File: src/design/tprc_pkg.sv
// ----------------------------------------------------------------------------
// Timer prescaler/reload calculator package
// Shared codes, constants and unit request types.
// ----------------------------------------------------------------------------
package tprc_pkg;

  typedef logic [1:0] mode_t;
  typedef logic [1:0] status_t;

  localparam mode_t MODE_FREQ   = 2'd0;
  localparam mode_t MODE_PERIOD = 2'd1;
  localparam mode_t MODE_DUTY   = 2'd2;

  localparam status_t ST_OK    = 2'd0;
  localparam status_t ST_ZERO  = 2'd1;
  localparam status_t ST_RANGE = 2'd2;

  localparam logic [31:0] CLOCK_HZ_RESET = 32'd16000000;
  localparam logic [31:0] RELOAD_SPAN    = 32'd65536;
  localparam logic [31:0] PERMIL_FULL    = 32'd1000;
  localparam logic [31:0] US_PER_SECOND  = 32'd1000000;

  localparam logic [6:0] DIV_STEPS_SHORT = 7'd32;
  localparam logic [6:0] DIV_STEPS_LONG  = 7'd64;
  localparam logic [5:0] MUL_STEPS       = 6'd32;

  typedef struct packed {
    logic        start;
    logic        wide;
    logic [63:0] dividend;
    logic [31:0] divisor;
  } div_req_t;

  typedef struct packed {
    logic        start;
    logic [31:0] a;
    logic [31:0] b;
  } mul_req_t;

endpackage

File: src/design/tprc_if.sv
// ----------------------------------------------------------------------------
// Timer prescaler/reload calculator channels
// Valid/ready channels for the request word and the result word.
// ----------------------------------------------------------------------------
interface tprc_in_if;
  logic        valid;
  logic        ready;
  logic [1:0]  mode;
  logic [31:0] value;
  logic [2:0]  channel;

  modport source (output valid, mode, value, channel, input ready);
  modport sink (input valid, mode, value, channel, output ready);
endinterface

interface tprc_out_if;
  logic        valid;
  logic        ready;
  logic [15:0] prescaler;
  logic [15:0] reload;
  logic [15:0] compare;
  logic [2:0]  out_channel;
  logic [1:0]  status;

  modport source (output valid, prescaler, reload, compare, out_channel, status,
                  input ready);
  modport sink (input valid, prescaler, reload, compare, out_channel, status,
                output ready);
endinterface

File: src/design/tprc_mul.sv
// ----------------------------------------------------------------------------
// Serial multiplier
// 32 x 32 shift-add multiplier, one multiplier bit per cycle.
// ----------------------------------------------------------------------------
module tprc_mul (
  input  logic               clk,
  input  logic               rst_n,
  input  tprc_pkg::mul_req_t req,
  output logic               done,
  output logic [63:0]        product
);

  logic [5:0]  cnt_r;
  logic        done_r;
  logic [31:0] a_r;
  logic [63:0] p_r;
  logic [32:0] sum;

  assign sum = {1'b0, p_r[63:32]} + {1'b0, (p_r[0] ? a_r : 32'd0)};

  always_ff @(posedge clk) begin
    if (!rst_n) begin
      cnt_r  <= '0;
      done_r <= 1'b0;
    end else begin
      done_r <= 1'b0;
      if (req.start) begin
        cnt_r <= tprc_pkg::MUL_STEPS;
      end else if (cnt_r != 6'd0) begin
        cnt_r <= cnt_r - 6'd1;
        if (cnt_r == 6'd1) begin
          done_r <= 1'b1;
        end
      end
    end
  end

  always_ff @(posedge clk) begin
    if (req.start) begin
      a_r <= req.a;
      p_r <= {32'd0, req.b};
    end else if (cnt_r != 6'd0) begin
      p_r <= {sum, p_r[31:1]};
    end
  end

  assign done    = done_r;
  assign product = p_r;

endmodule

File: src/design/tprc_div.sv
// ----------------------------------------------------------------------------
// Serial divider
// Restoring divider, one quotient bit per cycle, 32- or 64-bit dividend.
// ----------------------------------------------------------------------------
module tprc_div (
  input  logic               clk,
  input  logic               rst_n,
  input  tprc_pkg::div_req_t req,
  output logic               done,
  output logic [63:0]        quotient
);

  logic [6:0]  cnt_r;
  logic        done_r;
  logic [63:0] sh_r;
  logic [31:0] rem_r;
  logic [31:0] dvs_r;
  logic [32:0] rem_shift;
  logic [33:0] diff;
  logic        qbit;
  logic [31:0] rem_nxt;

  assign rem_shift = {rem_r, sh_r[63]};
  assign diff      = {1'b0, rem_shift} - {2'b00, dvs_r};
  assign qbit      = !diff[33];
  assign rem_nxt   = qbit ? diff[31:0] : rem_shift[31:0];

  always_ff @(posedge clk) begin
    if (!rst_n) begin
      cnt_r  <= '0;
      done_r <= 1'b0;
    end else begin
      done_r <= 1'b0;
      if (req.start) begin
        cnt_r <= req.wide ? tprc_pkg::DIV_STEPS_LONG : tprc_pkg::DIV_STEPS_SHORT;
      end else if (cnt_r != 7'd0) begin
        cnt_r <= cnt_r - 7'd1;
        if (cnt_r == 7'd1) begin
          done_r <= 1'b1;
        end
      end
    end
  end

  always_ff @(posedge clk) begin
    if (req.start) begin
      sh_r  <= req.wide ? req.dividend : {req.dividend[31:0], 32'd0};
      rem_r <= '0;
      dvs_r <= req.divisor;
    end else if (cnt_r != 7'd0) begin
      sh_r  <= {sh_r[62:0], qbit};
      rem_r <= rem_nxt;
    end
  end

  assign done     = done_r;
  assign quotient = sh_r;

endmodule

File: src/design/timer_prescaler_reload_calc.sv
// Throughput: one word at a time; the next word is taken in the cycle after the result loads.
// A finished result waits in the output register while the next word is taken.
// Reset (synchronous, rst_n low): clock_hz to 16000000, stored reload to 0, channels empty.
// ----------------------------------------------------------------------------
// Timer prescaler/reload calculator
// Sequences a serial multiplier and a serial divider to work out prescaler,
// reload and compare values from the peripheral clock.
// ----------------------------------------------------------------------------
module timer_prescaler_reload_calc (
  input  logic        clk,
  input  logic        rst_n,
  input  logic        cfg_we,
  input  logic [31:0] cfg_wdata,
  tprc_in_if.sink     in_ch,
  tprc_out_if.source  out_ch
);

  typedef enum logic [2:0] {
    S_IDLE,
    S_MUL,
    S_DIV_Q,
    S_DIV_T,
    S_DIV_C,
    S_SPLIT,
    S_DIV_R,
    S_DONE
  } state_t;

  state_t                state_r;
  tprc_pkg::mode_t       mode_r;
  logic [2:0]            chan_r;
  logic [31:0]           clk_hz_r;
  logic [15:0]           reload_r;
  logic [31:0]           tot_r;
  logic [16:0]           psc_r;
  logic                  freq_r;
  logic                  bump_r;
  tprc_pkg::div_req_t    div_req_r;
  tprc_pkg::mul_req_t    mul_req_r;

  logic [15:0]           res_psc_r;
  logic [15:0]           res_arr_r;
  logic [15:0]           res_cmp_r;
  logic [2:0]            res_och_r;
  tprc_pkg::status_t     res_st_r;

  logic                  out_valid_r;
  logic [15:0]           out_psc_r;
  logic [15:0]           out_arr_r;
  logic [15:0]           out_cmp_r;
  logic [2:0]            out_och_r;
  tprc_pkg::status_t     out_st_r;

  logic                  div_done;
  logic [63:0]           div_q;
  logic                  mul_done;
  logic [63:0]           mul_p;
  logic [31:0]           q32;
  logic [31:0]           q32_dec;
  logic [31:0]           tot_dec;
  logic [15:0]           split_p;
  logic [16:0]           split_div;
  logic [31:0]           permil;
  logic                  r_bad;

  tprc_div u_div (
    .clk      (clk),
    .rst_n    (rst_n),
    .req      (div_req_r),
    .done     (div_done),
    .quotient (div_q)
  );

  tprc_mul u_mul (
    .clk     (clk),
    .rst_n   (rst_n),
    .req     (mul_req_r),
    .done    (mul_done),
    .product (mul_p)
  );

  assign q32       = div_q[31:0];
  assign q32_dec   = q32 - 32'd1;
  assign tot_dec   = tot_r - 32'd1;
  assign split_p   = freq_r ? tot_dec[31:16] : tot_r[31:16];
  assign split_div = {1'b0, split_p} + 17'd1;
  assign permil    = (in_ch.value > tprc_pkg::PERMIL_FULL) ? tprc_pkg::PERMIL_FULL
                                                           : in_ch.value;
  assign r_bad     = (q32 == 32'd0) || (q32 > tprc_pkg::RELOAD_SPAN);

  assign in_ch.ready = (state_r == S_IDLE);

  always_ff @(posedge clk) begin
    if (!rst_n) begin
      state_r     <= S_IDLE;
      clk_hz_r    <= tprc_pkg::CLOCK_HZ_RESET;
      reload_r    <= '0;
      div_req_r   <= '0;
      mul_req_r   <= '0;
      out_valid_r <= 1'b0;
    end else begin
      div_req_r.start <= 1'b0;
      mul_req_r.start <= 1'b0;
      if (cfg_we) begin
        clk_hz_r <= cfg_wdata;
      end
      if (out_ch.ready) begin
        out_valid_r <= 1'b0;
      end
      case (state_r)
        S_IDLE: begin
          if (in_ch.valid) begin
            mode_r    <= in_ch.mode;
            chan_r    <= in_ch.channel;
            res_psc_r <= '0;
            res_arr_r <= '0;
            res_cmp_r <= '0;
            res_och_r <= '0;
            res_st_r  <= tprc_pkg::ST_OK;
            case (in_ch.mode)
              tprc_pkg::MODE_FREQ: begin
                if (in_ch.value == 32'd0) begin
                  res_st_r <= tprc_pkg::ST_ZERO;
                  state_r  <= S_DONE;
                end else begin
                  div_req_r <= '{start: 1'b1, wide: 1'b0,
                                 dividend: {32'd0, clk_hz_r}, divisor: in_ch.value};
                  state_r   <= S_DIV_Q;
                end
              end
              tprc_pkg::MODE_PERIOD: begin
                mul_req_r <= '{start: 1'b1, a: clk_hz_r, b: in_ch.value};
                state_r   <= S_MUL;
              end
              tprc_pkg::MODE_DUTY: begin
                mul_req_r <= '{start: 1'b1, a: {16'd0, reload_r}, b: permil};
                state_r   <= S_MUL;
              end
              default: begin
                res_st_r <= tprc_pkg::ST_RANGE;
                state_r  <= S_DONE;
              end
            endcase
          end
        end
        S_MUL: begin
          if (mul_done) begin
            if (mode_r == tprc_pkg::MODE_PERIOD) begin
              div_req_r <= '{start: 1'b1, wide: 1'b1, dividend: mul_p,
                             divisor: tprc_pkg::US_PER_SECOND};
              state_r   <= S_DIV_T;
            end else begin
              div_req_r <= '{start: 1'b1, wide: 1'b0, dividend: {32'd0, mul_p[31:0]},
                             divisor: tprc_pkg::PERMIL_FULL};
              state_r   <= S_DIV_C;
            end
          end
        end
        S_DIV_Q: begin
          if (div_done) begin
            tot_r   <= q32;
            freq_r  <= 1'b1;
            bump_r  <= 1'b0;
            state_r <= S_SPLIT;
          end
        end
        S_DIV_T: begin
          if (div_done) begin
            if (div_q[63:32] != 32'd0) begin
              res_st_r <= tprc_pkg::ST_RANGE;
              state_r  <= S_DONE;
            end else begin
              tot_r   <= q32;
              freq_r  <= 1'b0;
              bump_r  <= 1'b0;
              state_r <= S_SPLIT;
            end
          end
        end
        S_DIV_C: begin
          if (div_done) begin
            res_cmp_r <= q32[15:0];
            res_och_r <= chan_r;
            state_r   <= S_DONE;
          end
        end
        S_SPLIT: begin
          if (tot_r == 32'd0) begin
            res_st_r <= tprc_pkg::ST_ZERO;
            state_r  <= S_DONE;
          end else if (tot_r <= tprc_pkg::RELOAD_SPAN) begin
            res_arr_r <= tot_dec[15:0];
            reload_r  <= tot_dec[15:0];
            state_r   <= S_DONE;
          end else begin
            psc_r     <= {1'b0, split_p};
            div_req_r <= '{start: 1'b1, wide: 1'b0, dividend: {32'd0, tot_r},
                           divisor: {15'd0, split_div}};
            state_r   <= S_DIV_R;
          end
        end
        S_DIV_R: begin
          if (div_done) begin
            if (freq_r && !bump_r && r_bad) begin
              // bump the prescaler once and divide again
              psc_r     <= psc_r + 17'd1;
              bump_r    <= 1'b1;
              div_req_r <= '{start: 1'b1, wide: 1'b0, dividend: {32'd0, tot_r},
                             divisor: {15'd0, psc_r + 17'd2}};
            end else if (psc_r[16] || r_bad) begin
              res_st_r <= tprc_pkg::ST_RANGE;
              state_r  <= S_DONE;
            end else begin
              res_psc_r <= psc_r[15:0];
              res_arr_r <= q32_dec[15:0];
              reload_r  <= q32_dec[15:0];
              state_r   <= S_DONE;
            end
          end
        end
        S_DONE: begin
          if (!out_valid_r || out_ch.ready) begin
            out_valid_r <= 1'b1;
            out_psc_r   <= res_psc_r;
            out_arr_r   <= res_arr_r;
            out_cmp_r   <= res_cmp_r;
            out_och_r   <= res_och_r;
            out_st_r    <= res_st_r;
            state_r     <= S_IDLE;
          end
        end
        default: begin
          state_r <= S_IDLE;
        end
      endcase
    end
  end

  assign out_ch.valid       = out_valid_r;
  assign out_ch.prescaler   = out_psc_r;
  assign out_ch.reload      = out_arr_r;
  assign out_ch.compare     = out_cmp_r;
  assign out_ch.out_channel = out_och_r;
  assign out_ch.status      = out_st_r;

  a_one_word_in_flight: assert property (@(posedge clk) disable iff (!rst_n)
    (in_ch.valid && in_ch.ready) |=> !in_ch.ready)
    else $error("new word taken while one is in flight");

  a_error_clears_fields: assert property (@(posedge clk) disable iff (!rst_n)
    (out_ch.valid && out_ch.status != tprc_pkg::ST_OK) |->
      (out_ch.prescaler == 16'd0 && out_ch.reload == 16'd0 && out_ch.compare == 16'd0))
    else $error("error result carries nonzero fields");

  a_duty_no_split: assert property (@(posedge clk) disable iff (!rst_n)
    (out_ch.valid && out_ch.compare != 16'd0) |->
      (out_ch.prescaler == 16'd0 && out_ch.reload == 16'd0))
    else $error("compare result carries prescaler or reload");

  a_reload_update: assert property (@(posedge clk) disable iff (!rst_n)
    ($past(rst_n) && !$stable(reload_r)) |->
      ($past(state_r) == S_SPLIT || $past(state_r) == S_DIV_R))
    else $error("stored reload changed outside a split");

endmodule
File: src/flat_wrapper.sv
// flat-port wrapper written by rule: the top's interface ports become plain ports
module timer_prescaler_reload_calc_flat 
  (clk, rst_n, cfg_we, cfg_wdata, in_ch_valid, in_ch_mode, in_ch_value, in_ch_channel, in_ch_ready, out_ch_valid, out_ch_prescaler, out_ch_reload, out_ch_compare, out_ch_out_channel, out_ch_status, out_ch_ready);
  tprc_in_if in_ch_i ();
  tprc_out_if out_ch_i ();
  input  logic clk;
  input  logic rst_n;
  input  logic cfg_we;
  input  logic [31:0] cfg_wdata;
  input wire logic [$bits(in_ch_i.valid)-1:0] in_ch_valid;
  input wire logic [$bits(in_ch_i.mode)-1:0] in_ch_mode;
  input wire logic [$bits(in_ch_i.value)-1:0] in_ch_value;
  input wire logic [$bits(in_ch_i.channel)-1:0] in_ch_channel;
  output wire logic [$bits(in_ch_i.ready)-1:0] in_ch_ready;
  output wire logic [$bits(out_ch_i.valid)-1:0] out_ch_valid;
  output wire logic [$bits(out_ch_i.prescaler)-1:0] out_ch_prescaler;
  output wire logic [$bits(out_ch_i.reload)-1:0] out_ch_reload;
  output wire logic [$bits(out_ch_i.compare)-1:0] out_ch_compare;
  output wire logic [$bits(out_ch_i.out_channel)-1:0] out_ch_out_channel;
  output wire logic [$bits(out_ch_i.status)-1:0] out_ch_status;
  input wire logic [$bits(out_ch_i.ready)-1:0] out_ch_ready;
  assign in_ch_i.valid = in_ch_valid;
  assign in_ch_i.mode = in_ch_mode;
  assign in_ch_i.value = in_ch_value;
  assign in_ch_i.channel = in_ch_channel;
  assign in_ch_ready = in_ch_i.ready;
  assign out_ch_valid = out_ch_i.valid;
  assign out_ch_prescaler = out_ch_i.prescaler;
  assign out_ch_reload = out_ch_i.reload;
  assign out_ch_compare = out_ch_i.compare;
  assign out_ch_out_channel = out_ch_i.out_channel;
  assign out_ch_status = out_ch_i.status;
  assign out_ch_i.ready = out_ch_ready;
  timer_prescaler_reload_calc u_core (.clk(clk), .rst_n(rst_n), .cfg_we(cfg_we), .cfg_wdata(cfg_wdata), .in_ch(in_ch_i), .out_ch(out_ch_i));
endmodule
File: config.mk
export PLATFORM = sky130hd
export DESIGN_NAME = timer_prescaler_reload_calc_flat
export DESIGN_NICKNAME = d
export VERILOG_FILES = /design/src/design/tprc_pkg.sv /design/src/design/tprc_if.sv /design/src/design/tprc_mul.sv /design/src/design/tprc_div.sv /design/src/design/timer_prescaler_reload_calc.sv /design/src/flat_wrapper.sv
export SDC_FILE = /design/constraint.sdc
export NUM_CORES = 1
export LEC_CHECK = 0
export BUFFER_PORTS_ARGS = -buffer_cell sky130_fd_sc_hd__buf_4
export CAP_MARGIN = 15
export CORE_MARGIN = 2
export CORE_UTILIZATION = 62
export CTS_CLUSTER_SIZE = 20
export DETAILED_ROUTE_END_ITERATION = 10
export PLACE_DENSITY_LB_ADDON = 0.15
export SETUP_SLACK_MARGIN = 0.3
export SYNTH_ARGS = -nofsm -noshare
export SYNTH_HDL_FRONTEND = slang
export SYNTH_SLANG_ARGS = --single-unit
File: constraint.sdc
create_clock -name clk -period 4.73 [get_ports clk]
set_input_delay 0.473 -clock clk [delete_from_list [all_inputs] [get_ports clk]]
set_output_delay 0.473 -clock clk [all_outputs]
set_load 0.05 [all_outputs]
; ---- After elaboration in Yosys (flattened, before gate mapping)
; Index checks and enable logic that the tools add are counted.
[totals]
ff_bits = 616
input_bits = 74
out_inout_bits = 55
wordCells = 217
[op_classes]
add_sub_neg = 9
order_cmp = 3
eq_ne = 31
n_mux = 89
bitwise_logic = 3
reduce_logical = 44
[ops]
columns = op, count
row1 = $mux W98, 8
row2 = $pmux W98 S4, 1
row3 = $mux W32, 8
row4 = $mux W64, 3
row5 = $mux W16, 11
row6 = $pmux W65 S2, 1
row7 = $mux W97, 1
row8 = $logic_not A32 Y1, 3
row9 = $pmux W16 S2, 3
row10 = $mux W17, 4
row11 = $pmux W32 S2, 1
row12 = $pmux W16 S3, 1
row13 = $mux W3, 13
row14 = $pmux W17 S2, 1
row15 = $sub A33 B32 Y34, 1
row16 = $add A32 B32 Y33, 1
row17 = $gt A32 B10 Y1 const B, 1
row18 = $gt A32 B17 Y1 const B, 1
row19 = $le A32 B17 Y1 const B, 1
row20 = $reduce_bool A32 Y1, 1
row21 = $sub A32 B1 Y32 const B, 1
row22 = $ne A2 B2 Y1 const B, 12
row23 = $pmux W3 S8, 1
row24 = $mux W7, 3
row25 = other kinds (42), 97

; ---- Longest topological paths before layout
[depth]
depth_word = 7
ltp_mapped = 14
depth_no_buf = 13

; ---- By module
; From an unflattened synthesis, not the netlist that was laid out.
[unflattened]
hier_cells = 2937
area_unflattened_um2 = 29428.2
[by_module_without_submodules]
columns = mod, n_inst, cells_per_inst, area_per_inst_um2, seq_area_each_um2
row1 = timer_prescaler_reload_calc, 1, 1569, 16155.5, 9168.8
row2 = tprc_div, 1, 788, 7474.7, 3683.5
row3 = tprc_mul, 1, 580, 5798.1, 2702.6

; ---- Worst setup path after synthesis
; OpenSTA, ideal clock, no wires.
[synth_path]
path_kind = register -> register
from = register u_core.state_r[1]
to = register u_core.out_cmp_r[0] (netlist: u_core.out_ch.compare[0]), enable pin
setup_ns = 0.464
arrival_ns = 3.670
required_time_ns = 4.266
slack_ns = 0.596
stages_incl_launch_ff = 7
n_path_buf = 4
synth_period_minus_slack_ns = 4.134
path_cell_list = dfxtp_1 clkbuf_1 clkbuf_1 buf_1 clkbuf_1 nand3_1 nor2_1
[synth_between]
elab_chain_cells = 2
[synth_lines]
columns = item, line_no
row1 = start: declaration, timer_prescaler_reload_calc.sv:29  ; state_t state_r;
row2 = start signal: assignment, timer_prescaler_reload_calc.sv:95  ; state_r <= S_IDLE;
row3 = start signal: assignment, timer_prescaler_reload_calc.sv:124  ; state_r <= S_DONE;
row4 = start signal: assignment, timer_prescaler_reload_calc.sv:128  ; state_r <= S_DIV_Q;
row5 = $eq A3 B3 Y1, timer_prescaler_reload_calc.sv:110  ; case (state_r)
row6 = $reduce_and A3 Y1 (no line), -
row7 = end signal: assignment, timer_prescaler_reload_calc.sv:226  ; out_cmp_r <= res_cmp_r;
row8 = end: declaration, timer_prescaler_reload_calc.sv:50  ; logic [15:0] out_cmp_r;
; Every way passes these cells.
; A chain may end at the register's enable or synchronous reset.

; ---- Final worst setup path
[layout_path]
from = register u_core.u_div.sh_r[0] (netlist: u_core.u_div.quotient[0])
to = register u_core.div_req_r[65] in the netlist's numbering
[layout_between]
elab_chain_cells = 5
elab_cells_between_ends = 6
cone_classes = 1 x order compare / 1 x eq/ne / 4 x reduce/logical
[layout_lines]
columns = item, line_no
row1 = start: declaration, tprc_div.sv:15  ; logic [63:0] sh_r;
row2 = start signal: assignment, tprc_div.sv:47  ; sh_r <= req.wide ? req.dividend : {req.dividend[31:0], 32'd0};
row3 = start signal: assignment, tprc_div.sv:51  ; sh_r <= {sh_r[62:0], qbit};
row4 = $gt A32 B17 Y1 or $logic_not A32 Y1 (tied branches), timer_prescaler_reload_calc.sv:89  ; assign r_bad = (q32 == 32'd0) || (q32 > tprc_pkg::RELOAD_SPAN);
row5 = $logic_or A1 B1 Y1 (*), timer_prescaler_reload_calc.sv:89
row6 = $logic_and A1 B1 Y1 (*), timer_prescaler_reload_calc.sv:204  ; if (freq_r && !bump_r && r_bad) begin
row7 = $ne A2 B1 Y1 (no line) (*), -
row8 = $reduce_and A9 Y1 (no line) (*), -
row9 = end signal: assignment, timer_prescaler_reload_calc.sv:126  ; div_req_r <= '{start: 1'b1, wide: 1'b0,
row10 = end signal: assignment, timer_prescaler_reload_calc.sv:197  ; div_req_r <= '{start: 1'b1, wide: 1'b0, dividend: {32'd0, tot_r},
row11 = end signal: assignment, timer_prescaler_reload_calc.sv:208  ; div_req_r <= '{start: 1'b1, wide: 1'b0, dividend: {32'd0, tot_r},
row12 = end: declaration, timer_prescaler_reload_calc.sv:38  ; tprc_pkg::div_req_t div_req_r;
; Mark *: on every way between the ends. The rest lies on a longest branch, timed or not.

==> metrics.cfg <==
[clock_tree]
hold_buffers = 0
root_buffer = clkbuf_16
clk_pin_slew_ns = 0.07
post_cts_resized = 0
numCtsBuffers = 60
cts_tree = yes
cts_buffer_depth = 3
clkSinkCount = 616
cts_setup_buffers = 0
htreeDepth = 2
worstSkewPairLatency_ns = 0.64

[grt]
antenna_found_initial = 1
grt_usage_pct = 31.5
grt_max_degree = 194
grt_pass1_vias = 21482
grt-ovfl-total = 0
grt_first_pass_wirelength_um = 118000

[synth]
synth.net_count = 2973
synth_xor_area_share_pct = 3.62
synth-simple-area-share_pct = 15.9
yosysUniqueCellTypes = 73
syn_avg_cell_area_um2 = 10.2
synth_compound_area_share_pct = 14.8
yosysSeqAreaShare_pct = 54.0
yosysWarnings = 0
synth-edff-count = 322
synth_seq_cells = 616
synth-adder-area-share_pct = 3.53
async_reset_ff_share_pct = 0
syn_area_um2 = 28800
synth_top_family_by_area = simple AND/OR/NAND/NOR gates
synth_cells = 2819
synthFlopType = edfxtp_1
synthMuxAreaShare_pct = 4.36

[hold_path]
min_from = in_ch_channel[2]
hold_path_depth = 1
hold_path.class = primary input to flop

[sta]
setup_tns_ns = 0
grt_setup_unrepaired = no
slew_violations = 0
fin_crit_sh_pct = 87.1
period_minus_slack_ns = 4.12
slew_headroom_pct = 25.7
worstMarginPinSlew_ns = 1.11
setup_viol = 0
timing.final.ws_setup_ns = 0.610
clock_skew_ns = 0.0345
fmax_mhz = 243
hold_viol = 0

[detailed_routing]
ant_nets = 0
wl_um = 76600
dr_total_vias = 22809
first_pass_iters = 9
drcViolationCount = 0
vias_per_cell = 6.49
wl_per_cell_um = 21.8
drt-initial-drc-count = 2745

[cells_and_area]
area_growth_pct = 12.4
final.fill_count = 3271
drive_gt1_share_pct = 11.9
diodes = 0
ff_latch_area_um2 = 15600
multi_input_area_um2 = 12200
final_nets = 3020

[placed_design]
post-dp-hpwl_um = 52200
io_buffers = 128
globalplace.congestion = 0.930
place_ws_ns = 0.756

[worst_setup_path]
arrival_ns = 4.67
reg2reg_depth = 12
r2r-start = u_core.u_div.quotient[0]
crit_path_start_kind = flop
worstPathMaxFanout = 63
crit_start = u_core.u_div.quotient[0]
setup.worst_path.end_class = flop
required_ns = 5.28
regToRegSetupSlack_ns = 0.61
worstSetupPathType = flop to flop

[floorplanning]
ios = 129
dieArea_um2 = 48200
die_x_um = 220
placementRows = 78
start_util_pct = 63.2
dieHeight_um = 220
core-area_um2 = 45600

[pwr]
peakVddDrop_mv = 0.424
leakagePower_nw = 12.1
p_per_area_nw_per_um2 = 628

[run]
max_cap_violations = 0

[run_status]
outcome = finished, final reports clean

## kinds of logic (layout without fill, tap and decap cells)
| logic type | count (synthesis) | in the layout |
|---|---|---|
| AO/OA/AOI/OAI | 648 | 648 |
| flip-flops | 616 | 616 |
| buffers and inverters | 275 | 373 |
| multiplexers | 121 | 121 |
| XOR/XNOR | 119 | 119 |
| AND/OR/NAND/NOR | 960 | 960 |
| adder cells (fa/ha/maj) | 80 | 80 |
## state kept, by name (all words and copies together), names as in the netlist, 6 cells and up
signal and count:
u_core.div_req_r 98, u_core.mul_req_r 65, u_core.u_div.quotient 64, u_core.u_mul.product 64, u_core.clk_hz_r 32, u_core.tot_r 32
u_core.u_div.dvs_r 32, u_core.u_div.rem_r 32, u_core.u_mul.a_r 32, u_core.psc_r 17, u_core.out_ch.compare 16, u_core.out_ch.prescaler 16
u_core.out_ch.reload 16, u_core.reload_r 16, u_core.res_arr_r 16, u_core.res_cmp_r 16, u_core.res_psc_r 16, u_core.u_div.cnt_r 7
u_core.u_mul.cnt_r 6
## where the power goes
part	switching, mW	total (mW)	leakage, nW	internal (mW)
clock	2.08	5.17	1.06	3.09
sequential	1.02	8.31	5.49	7.30
combinational	4.15	6.85	5.52	2.69
## worst paths after layout
check	end
max	u_core.div_req_r[65]
min	u_core.chan_r[2]
min reg2reg	u_core.out_ch.prescaler[10]
max reg2reg	u_core.div_req_r[65]
## layout by cell type (no fill, tap or decap), drive strengths merged, types with 9 or more instances in the layout
master | Yosys | layout
a211oi | 22 | 22
a21o | 24 | 24
a21oi | 201 | 201
a221o | 9 | 9
a221oi | 26 | 26
a222oi | 40 | 40
a22oi | 71 | 71
a311oi | 25 | 25
a31oi | 9 | 9
and2 | 58 | 58
and3 | 10 | 10
buf | 34 | 159
bufinv | 0 | 9
clkbuf | 141 | 79
clkinv | 0 | 17
dfxtp | 294 | 294
edfxtp | 322 | 322
ha | 78 | 78
inv | 100 | 103
mux2 | 36 | 36
mux2i | 85 | 85
nand2 | 223 | 223
nand2b | 17 | 17
nand3 | 102 | 102
nand3b | 9 | 9
nand4 | 20 | 20
nor2 | 322 | 322
nor3 | 73 | 73
nor4 | 37 | 37
o211ai | 9 | 9
o21a | 12 | 12
o21ai | 119 | 119
o21bai | 9 | 9
o22ai | 20 | 20
or2 | 12 | 12
or3 | 25 | 25
xnor2 | 79 | 79
xor2 | 40 | 40
## synth_stat cells (all sizes together), types with 10 or more instances
| cell type | count | area [um2] |
|---|---|---|
| xor2 | 40 | 350 |
| a311oi | 25 | 219 |
| and2 | 58 | 363 |
| nor2 | 322 | 1210 |
| o22ai | 20 | 125 |
| nand2 | 223 | 837 |
| or2 | 12 | 75.1 |
| o21a | 12 | 90.1 |
| xnor2 | 79 | 692 |
| mux2i | 85 | 851 |
| nand4 | 20 | 125 |
| or3 | 25 | 166 |
| nor4 | 37 | 238 |
| a221oi | 26 | 228 |
| a222oi | 40 | 400 |
| buf | 34 | 181 |
| mux2 | 36 | 405 |
| o21ai | 119 | 596 |
| and3 | 10 | 62.6 |
| dfxtp | 294 | 5890 |
| edfxtp | 322 | 9670 |
| nand2b | 17 | 106 |
| ha | 78 | 976 |
| nand3 | 102 | 510 |
| a211oi | 22 | 165 |
| nor3 | 73 | 365 |
| inv | 100 | 375 |
| clkbuf | 141 | 529 |
| a21oi | 201 | 1010 |
| a21o | 24 | 180 |
| a22oi | 71 | 533 |
## metal layers
| metal | vias up | global-route usage, % | wire length, um | part of all wire, % |
|---|---|---|---|---|
| met3 | 196 | 4.80 | 6820 | 8.9 |
| met4 | 2 | 12.8 | 2970 | 3.9 |
| met1 | 10980 | 42.5 | 31100 | 41 |
| li1 | 10462 | - | - | - |
| met2 | 1169 | 51.1 | 35800 | 47 |
| met5 | - | 0 | 13 | 0.017 |
## layout make-up
class | count | area share [%]
clock inverters | 35 | 1.32
well taps | 600 | 2.32
clock buffers | 78 | 5.39
multi-input cells | 1928 | 37.8
flip-flops and latches | 616 | 48.1
inverters | 100 | 1.17
repair buffers | 160 | 3.93
## metrics by stage
stage	total power, mW	std cells	instance area (um2)	hold slack [ns]	util (%)
finish	20.3	3517	32400	0.0393	71.0
global route	21.4	3517	32400	0.0249	71.0
CTS	20.2	3514	32300	0.0200	70.9
detailed placement	15.1	3401	30200	0.405	66.2
global placement	14.8	3401	30200	0.403	66.2
floorplan	13.2	2819	28800	0.400	-
## worst max-delay path, cell delays in order (launching register included)
cell and delay [ns]:
edfxtp_1 0.46, inv_1 0.14, ha_1 0.19, nor3b_1 0.48, nand3_1 0.36, or3_1 0.44, a21oi_1 0.23, nor3b_1 0.13
a21oi_1 0.27, or3_4 0.71, buf_12 0.30, a22oi_1 0.12, nor2_1 0.13
Power figures use the tool's default switching activity.
